## src/isd_pkg.sv

```systemverilog
`default_nettype none
package isd_pkg;

   // csr index codes, in register order
   typedef enum logic [1:0] {
      CSR_ACC_THRESHOLD_SQ  = 2'd0,
      CSR_GYRO_THRESHOLD_SQ = 2'd1,
      CSR_MIN_INTERVAL_MS   = 2'd2
   } isd_csr_type;

   // request operation codes
   localparam logic OP_SAMPLE = 1'b0;
   localparam logic OP_CLEAR  = 1'b1;

   localparam logic [31:0] ACC_THRESHOLD_RESET  = 32'd386554921;
   localparam logic [31:0] GYRO_THRESHOLD_RESET = 32'd409600;
   localparam logic [15:0] MIN_INTERVAL_RESET   = 16'd300;

   // one axis squared: at most 2^30, so 31 bits
   localparam int SQ_W = 31;
   localparam int AXES = 3;

   typedef struct packed {
      logic [31:0] acc_threshold_sq;
      logic [31:0] gyro_threshold_sq;
      logic [15:0] min_interval_ms;
   } isd_cfg_type;

   // control travelling with the squared lanes
   typedef struct packed {
      logic        valid;
      logic        operation;
      logic [31:0] time_ms;
   } isd_ctrl_type;

endpackage
`default_nettype wire

```

## src/isd_square_lane.sv

```systemverilog
`default_nettype none
module isd_square_lane
   import isd_pkg::*;
(
   input  wire logic               clock,
   input  wire logic               load,
   input  wire logic signed [15:0] sample,
   output logic        [SQ_W-1:0]  square
);

   logic signed [31:0] product;
   logic [SQ_W-1:0]    square_ff;
   logic [SQ_W-1:0]    square_in;

   // square one axis; the result never exceeds 2^30
   always_comb begin
      product   = sample * sample;
      square_in = product[SQ_W-1:0];
   end

   // hold the square until the next request loads the lane
   always_ff @(posedge clock) begin
      if (load) begin
         square_ff <= square_in;
      end
   end

   assign square = square_ff;

endmodule
`default_nettype wire

```

## src/isd_merge.sv

```systemverilog
`default_nettype none
module isd_merge
   import isd_pkg::*;
(
   input  wire logic              clock,
   input  wire logic              reset,
   input  wire logic              take,
   input  wire isd_ctrl_type      ctrl,
   input  wire isd_cfg_type       cfg,
   input  wire logic [SQ_W-1:0]   acc_sq [AXES],
   input  wire logic [SQ_W-1:0]   gyro_sq [AXES],
   output logic                   rsp_valid,
   output logic [15:0]            step_total,
   output logic                   step_seen
);

   logic        prev_above_ff, prev_above_in;
   logic [31:0] last_step_ff, last_step_in;
   logic [15:0] steps_ff, steps_in;
   logic        rsp_valid_ff, rsp_valid_in;
   logic [15:0] total_ff;
   logic        seen_ff, seen_in;

   logic [31:0] acc_mag;
   logic [31:0] gyro_mag;
   logic [31:0] elapsed;
   logic        above;
   logic        fire;
   logic        advance;

   // combine lanes: sums of three squares fit in 32 bits
   always_comb begin
      acc_mag  = {1'b0, acc_sq[0]} + {1'b0, acc_sq[1]} + {1'b0, acc_sq[2]};
      gyro_mag = {1'b0, gyro_sq[0]} + {1'b0, gyro_sq[1]} + {1'b0, gyro_sq[2]};
      elapsed  = ctrl.time_ms - last_step_ff;
      above    = acc_mag > cfg.acc_threshold_sq;
      fire     = above && !prev_above_ff && (gyro_mag > cfg.gyro_threshold_sq)
                 && (elapsed > {16'd0, cfg.min_interval_ms});
      advance  = ctrl.valid && take;
   end

   // next state: clear zeroes only the count
   always_comb begin
      prev_above_in = prev_above_ff;
      last_step_in  = last_step_ff;
      steps_in      = steps_ff;
      seen_in       = 1'b0;
      if (ctrl.operation == OP_CLEAR) begin
         steps_in = 16'd0;
      end else begin
         prev_above_in = above;
         if (fire) begin
            steps_in     = steps_ff + 16'd1;
            last_step_in = ctrl.time_ms;
            seen_in      = 1'b1;
         end
      end
      rsp_valid_in = take ? ctrl.valid : rsp_valid_ff;
   end

   // commit state and hold the result until taken
   always_ff @(posedge clock) begin
      if (reset) begin
         prev_above_ff <= 1'b0;
         last_step_ff  <= 32'd0;
         steps_ff      <= 16'd0;
         rsp_valid_ff  <= 1'b0;
      end else begin
         rsp_valid_ff <= rsp_valid_in;
         if (advance) begin
            prev_above_ff <= prev_above_in;
            last_step_ff  <= last_step_in;
            steps_ff      <= steps_in;
         end
      end
   end

   always_ff @(posedge clock) begin
      if (advance) begin
         total_ff <= steps_in;
         seen_ff  <= seen_in;
      end
   end

   assign rsp_valid  = rsp_valid_ff;
   assign step_total = total_ff;
   assign step_seen  = seen_ff;

endmodule
`default_nettype wire

```

## src/imu_step_detector_unit.sv

```systemverilog
// Channel | Direction | Handshake             | Payload
// req     | in        | req_valid / req_ready | operation, acc_x/y/z, gyro_x/y/z, time_ms
// rsp     | out       | rsp_valid / rsp_ready | step_total, step_seen
// csr     | in        | csr_valid / csr_ready | csr_index, csr_data
//
// One request per cycle sustained while results are taken. The six squaring lanes
// register at acceptance; the merge and state update register when the merge
// stage is free, and the result is valid from that edge.
// Reset: synchronous, restores the default thresholds and zeroes the count.
// A stalled result holds the merge stage; one further request still enters
// the lanes, after which req_ready drops until the result is taken.
// csr_ready is always high.
`default_nettype none
module imu_step_detector_unit
   import isd_pkg::*;
(
   input  wire logic               clock,
   input  wire logic               reset,
   input  wire logic               req_valid,
   output logic                    req_ready,
   input  wire logic               req_operation,
   input  wire logic signed [15:0] req_acc_x,
   input  wire logic signed [15:0] req_acc_y,
   input  wire logic signed [15:0] req_acc_z,
   input  wire logic signed [15:0] req_gyro_x,
   input  wire logic signed [15:0] req_gyro_y,
   input  wire logic signed [15:0] req_gyro_z,
   input  wire logic        [31:0] req_time_ms,
   output logic                    rsp_valid,
   input  wire logic               rsp_ready,
   output logic             [15:0] rsp_step_total,
   output logic                    rsp_step_seen,
   input  wire logic               csr_valid,
   output logic                    csr_ready,
   input  wire logic         [1:0] csr_index,
   input  wire logic        [31:0] csr_data
);

   isd_cfg_type  cfg_ff, cfg_in;
   isd_ctrl_type ctrl_ff, ctrl_in;
   logic         take;
   logic         load;
   logic [SQ_W-1:0] acc_sq [AXES];
   logic [SQ_W-1:0] gyro_sq [AXES];
   logic signed [15:0] acc_axis [AXES];
   logic signed [15:0] gyro_axis [AXES];

   // configuration writes
   assign csr_ready = 1'b1;

   always_comb begin
      cfg_in = cfg_ff;
      if (csr_valid) begin
         case (isd_csr_type'(csr_index))
            CSR_ACC_THRESHOLD_SQ:  cfg_in.acc_threshold_sq  = csr_data;
            CSR_GYRO_THRESHOLD_SQ: cfg_in.gyro_threshold_sq = csr_data;
            CSR_MIN_INTERVAL_MS:   cfg_in.min_interval_ms   = csr_data[15:0];
            default:               cfg_in = cfg_ff;
         endcase
      end
   end

   always_ff @(posedge clock) begin
      if (reset) begin
         cfg_ff.acc_threshold_sq  <= ACC_THRESHOLD_RESET;
         cfg_ff.gyro_threshold_sq <= GYRO_THRESHOLD_RESET;
         cfg_ff.min_interval_ms   <= MIN_INTERVAL_RESET;
      end else begin
         cfg_ff <= cfg_in;
      end
   end

   // pipeline flow: merge stage frees when its result is empty or taken
   always_comb begin
      take      = !rsp_valid || rsp_ready;
      req_ready = !ctrl_ff.valid || take;
      load      = req_valid && req_ready;
      ctrl_in   = ctrl_ff;
      if (take) begin
         ctrl_in.valid = 1'b0;
      end
      if (load) begin
         ctrl_in.valid     = 1'b1;
         ctrl_in.operation = req_operation;
         ctrl_in.time_ms   = req_time_ms;
      end
   end

   always_ff @(posedge clock) begin
      if (reset) begin
         ctrl_ff.valid <= 1'b0;
      end else begin
         ctrl_ff.valid <= ctrl_in.valid;
      end
   end

   always_ff @(posedge clock) begin
      ctrl_ff.operation <= ctrl_in.operation;
      ctrl_ff.time_ms   <= ctrl_in.time_ms;
   end

   // squaring lanes, one per axis
   assign acc_axis[0]  = req_acc_x;
   assign acc_axis[1]  = req_acc_y;
   assign acc_axis[2]  = req_acc_z;
   assign gyro_axis[0] = req_gyro_x;
   assign gyro_axis[1] = req_gyro_y;
   assign gyro_axis[2] = req_gyro_z;

   for (genvar g = 0; g < AXES; g++) begin : g_lane
      isd_square_lane u_acc_lane (
         .clock  (clock),
         .load   (load),
         .sample (acc_axis[g]),
         .square (acc_sq[g])
      );
      isd_square_lane u_gyro_lane (
         .clock  (clock),
         .load   (load),
         .sample (gyro_axis[g]),
         .square (gyro_sq[g])
      );
   end

   // merge lanes, update step state, hold the result
   isd_merge u_merge (
      .clock      (clock),
      .reset      (reset),
      .take       (take),
      .ctrl       (ctrl_ff),
      .cfg        (cfg_ff),
      .acc_sq     (acc_sq),
      .gyro_sq    (gyro_sq),
      .rsp_valid  (rsp_valid),
      .step_total (rsp_step_total),
      .step_seen  (rsp_step_seen)
   );

   // checks
   a_reset_empty : assert property (@(posedge clock) reset |=> !rsp_valid && !ctrl_ff.valid)
      else $error("pipeline not empty after reset");

   a_ready_when_free : assert property (@(posedge clock) disable iff (reset)
      !ctrl_ff.valid |-> req_ready)
      else $error("request refused with empty lanes");

   a_clear_result : assert property (@(posedge clock) disable iff (reset)
      ctrl_ff.valid && take && ctrl_ff.operation == OP_CLEAR
      |=> rsp_valid && rsp_step_total == 16'd0 && !rsp_step_seen)
      else $error("clear request did not give a zero count");

   a_seen_counts : assert property (@(posedge clock) disable iff (reset)
      ctrl_ff.valid && take |=> rsp_valid)
      else $error("merged request produced no result");

endmodule
`default_nettype wire

```

## config.mk

```make
export PLATFORM = sky130hd
export DESIGN_NAME = imu_step_detector_unit
export DESIGN_NICKNAME = d
export VERILOG_FILES = /design/src/isd_pkg.sv /design/src/isd_square_lane.sv /design/src/isd_merge.sv /design/src/imu_step_detector_unit.sv
export SDC_FILE = /design/constraint.sdc
export NUM_CORES = 2
export LEC_CHECK = 0
export BUFFER_PORTS_ARGS = -buffer_cell sky130_fd_sc_hd__buf_2
export CAP_MARGIN = 20
export CORE_MARGIN = 2
export CORE_UTILIZATION = 62
export CTS_CLUSTER_SIZE = 28
export DETAILED_ROUTE_END_ITERATION = 10
export GPL_ROUTABILITY_DRIVEN = 0
export GPL_TIMING_DRIVEN = 0
export PLACE_DENSITY = 0.84
export SYNTH_ARGS = -nofsm -noshare
export SYNTH_HDL_FRONTEND = slang
export SYNTH_SLANG_ARGS = --single-unit
```

## constraint.sdc

```tcl
create_clock -name clock -period 25 [get_ports clock]
set_clock_uncertainty 0.2 [all_clocks]
set_input_delay 5 -clock clock [delete_from_list [all_inputs] [get_ports clock]]
set_output_delay 5 -clock clock [all_outputs]
set_load 0.03 [all_outputs]
```

==> results.json <==
{
  "met3_usage": 0.04748,
  "cp.buffers_inverters": 7,
  "regArea_sq_mm": 0.009529,
  "crit_type": "in -> reg",
  "syn_to_final_growth_pct": 5.784,
  "num-fill-cells": 8626,
  "insertion_delay_ns": 0.60,
  "drtIter0Drc": 4058,
  "tns_ns": 0,
  "drv_cap": 0,
  "yosysTopAreaCellShare": 0.4037,
  "final_util": 0.6602,
  "clk_pin_slew_ns": 0.06,
  "final_cell_mix": "2078 x inv_1, 1437 x fa_1, 702 x nand2_1",
  "ctsHtreeMaxLevel": 2,
  "worstSetupStartpointType": "input pin",
  "rr_worst_depth": 27,
  "rsz0062_at_grt": "false",
  "hold_path_class": "reg -> reg",
  "maxSlewHeadroom": 0.4349,
  "cts_tree": "yes",
  "portBuffers": 171,
  "synth_area_sq_mm": 0.07126,
  "grt_antenna_before_repair": 29,
  "min_path_cells": 2,
  "die-area_sq_mm": 0.1177,
  "synth-async-reset-ratio": 0,
  "layout_commonest_cell": "inv_1",
  "critPathMaxStageDelay_ns": 0.67,
  "report.final.hold_viol_count": 0,
  "die_w_um": 343.0,
  "vias": 51980,
  "yosysTopAreaCell": "fa_1",
  "synth_cells": 7548,
  "cp-end-kind": "flip-flop",
  "drive_gt1_frac": 0.03771,
  "grt_pass1_wl_um": 280200,
  "fin_crit_sh": 0.5021,
  "clk_path_buf_depth": 3,
  "synth.avg_cell_area_sq_um": 9.441,
  "synth_warnings": 0,
  "cts_buffers": 38,
  "initial_core_util": 0.6241,
  "period_minus_slack_ns": 12.55,
  "grt-ovfl-total": 0,
  "coreArea_sq_mm": 0.1142,
  "status": "complete, no violations",
  "yosys-top-cells-area": "fa_1 40%, ha_1 12%, inv_1 11%",
  "crit_top_cell": "fa_1",
  "grt_pass1_vias": 56770,
  "postRouteAntennaNets": 0,
  "cts_setup_buffers": 0,
  "reg2reg_to": "u_merge.last_step_ff[13]",
  "grt_max_degree": 76,
  "ys_seq_elements": 361,
  "setup_viol": 0,
  "hold_buffers": 0,
  "final_max_slew_viol_count": 0,
  "slowest_stage": "a2111oi_0",
  "rr_startpoint": "g_lane[2].u_acc_lane.square[3]",
  "synth_edf_count": 230,
  "nets": 10060,
  "pin_count": 188,
  "tightest_slew_ns": 0.8458,
  "critPathRequiredTime_ns": 25.11,
  "vias_per_cell": 5.569,
  "busiest_layer": "met2",
  "cts_resized": 0,
  "min_from": "cfg_ff[36]",
  "first_pass_iters": 9,
  "grtUsageMet1": 0.3783,
  "num_rows": 124,
  "cp_data_arrival_time_ns": 12.66,
  "fmax_mhz": 79.67,
  "routed_wirelength_um": 170300,
  "ys_seq_area_frac": 0.1337,
  "multi_input_area_sq_mm": 0.05322,
  "dieHeight_um": 343.0,
  "whs_endpoint": "cfg_ff[36]",
  "route.detailed.drc": 0,
  "use_met2": 0.5110,
  "cts_root_buffer": "clkbuf_16",
  "reg2reg_slack_ns": 16.42,
  "track_usage": 0.3013,
  "cp_top_family": "adder cells",
  "cts_sinks": 361,
  "wl_per_cell_um": 18.24,
  "synth-main-ff-cell": "edfxtp_1",
  "path_max_fanout": 10,
  "dpl.hpwl_um": 145300,
  "synth_cell_types": 83
}
through the flow:
stage / setup slack [ns] / instances / hold WS, ns / area, sq um
detailed placement: 12.06 / 9239 / 0.2485 / 74100
global route: 12.27 / 9319 / 0.2693 / 75340
global placement: 12.25 / 9236 / 0.2436 / 74030
floorplan: 13.58 / 7553 / 0.2363 / 71280
CTS: 12.63 / 9309 / 0.2570 / 75320
finish: 12.45 / 9335 / 0.2556 / 75380
state kept, by name, indices dropped and copies added (netlist names):
name and count:
u_merge.step_seen 1, u_merge.last_step_ff 32, g_lane.u_gyro_lane.square 90, u_merge.rsp_valid 1
u_merge.step_total 16, ctrl_ff 34, u_merge.steps_ff 16, g_lane.u_acc_lane.square 90
u_merge.prev_above_ff 1, cfg_ff 80
cells in the mapped netlist, drive strengths merged, types with 10 or more instances:
| cell type | n |
|---|---|
| clkbuf | 169 |
| a31o | 17 |
| o21ai | 111 |
| a211oi | 32 |
| edfxtp | 230 |
| and3 | 25 |
| dfxtp | 131 |
| nand4 | 25 |
| buf | 10 |
| xnor2 | 259 |
| a31oi | 34 |
| nand2 | 702 |
| o211ai | 20 |
| inv | 2078 |
| and4 | 11 |
| ha | 690 |
| nor2b | 57 |
| nor3 | 68 |
| xor2 | 79 |
| a211o | 16 |
| nor2 | 400 |
| a21oi | 287 |
| fa | 1437 |
| or2 | 22 |
| o21bai | 37 |
| nand3 | 41 |
| and2 | 181 |
| o31ai | 11 |
| mux2i | 36 |
| or3 | 14 |
| or4 | 28 |
| a21o | 108 |
| o21a | 35 |
| nand2b | 40 |
tightest hold or removal path, stage by stage (launching register included):
cell and delay [ns]:
dfxtp_1 0.31, nand2_1 0.05, a21oi_1 0.05
worst max path at each step:
| stage | slack (ns) | to | cells past startpoint | start |
|---|---|---|---|---|
| floorplan | 13.58 | g_lane[0].u_acc_lane.square[30] | 25 | req_acc_x[1] |
| CTS | 12.63 | g_lane[0].u_acc_lane.square[29] | 26 | req_acc_x[4] |
| finish | 12.45 | g_lane[0].u_acc_lane.square[29] | 26 | req_acc_x[4] |
| global placement | 12.25 | g_lane[1].u_acc_lane.square[29] | 4 | rsp_ready |
| global route | 12.27 | g_lane[0].u_acc_lane.square[29] | 26 | req_acc_x[4] |
| detailed placement | 12.06 | g_lane[0].u_acc_lane.square[29] | 26 | req_acc_x[4] |
cells by family after synthesis:
| kind of cell | Yosys count | share of synthesized area |
|---|---|---|
| XOR/XNOR | 338 | 0.04154 |
| AO/OA/AOI/OAI | 781 | 0.07006 |
| multiplexers | 43 | 0.006163 |
| buffers and inverters | 2266 | 0.1198 |
| other | 2 | 0.0001054 |
| flip-flops | 361 | 0.1337 |
| AND/OR/NAND/NOR | 1630 | 0.1038 |
| adder cells (fa/ha/maj) | 2127 | 0.5248 |
area by class of cell:
type / instances / area share
timing repair buffer: 174 / 0.01235
tap: 1512 / 0.02510
clock buffer: 47 / 0.01306
antenna: 26 / 0.0008631
inverter: 2087 / 0.1039
buffer: 179 / 0.009328
clock inverter: 23 / 0.003021
multi-input combinational: 4926 / 0.7059
sequential: 361 / 0.1264
routing by layer:
layer / vias to the layer above / part of all wire
met5: - / 0.0011
met4: 22 / 0.056
met3: 574 / 0.083
met2: 2159 / 0.49
met1: 25900 / 0.37
li1: 23330 / -
Power is left out: the tool's default activity adds up to more than one toggle a clock period on the data nets, which glitch-free logic cannot reach.
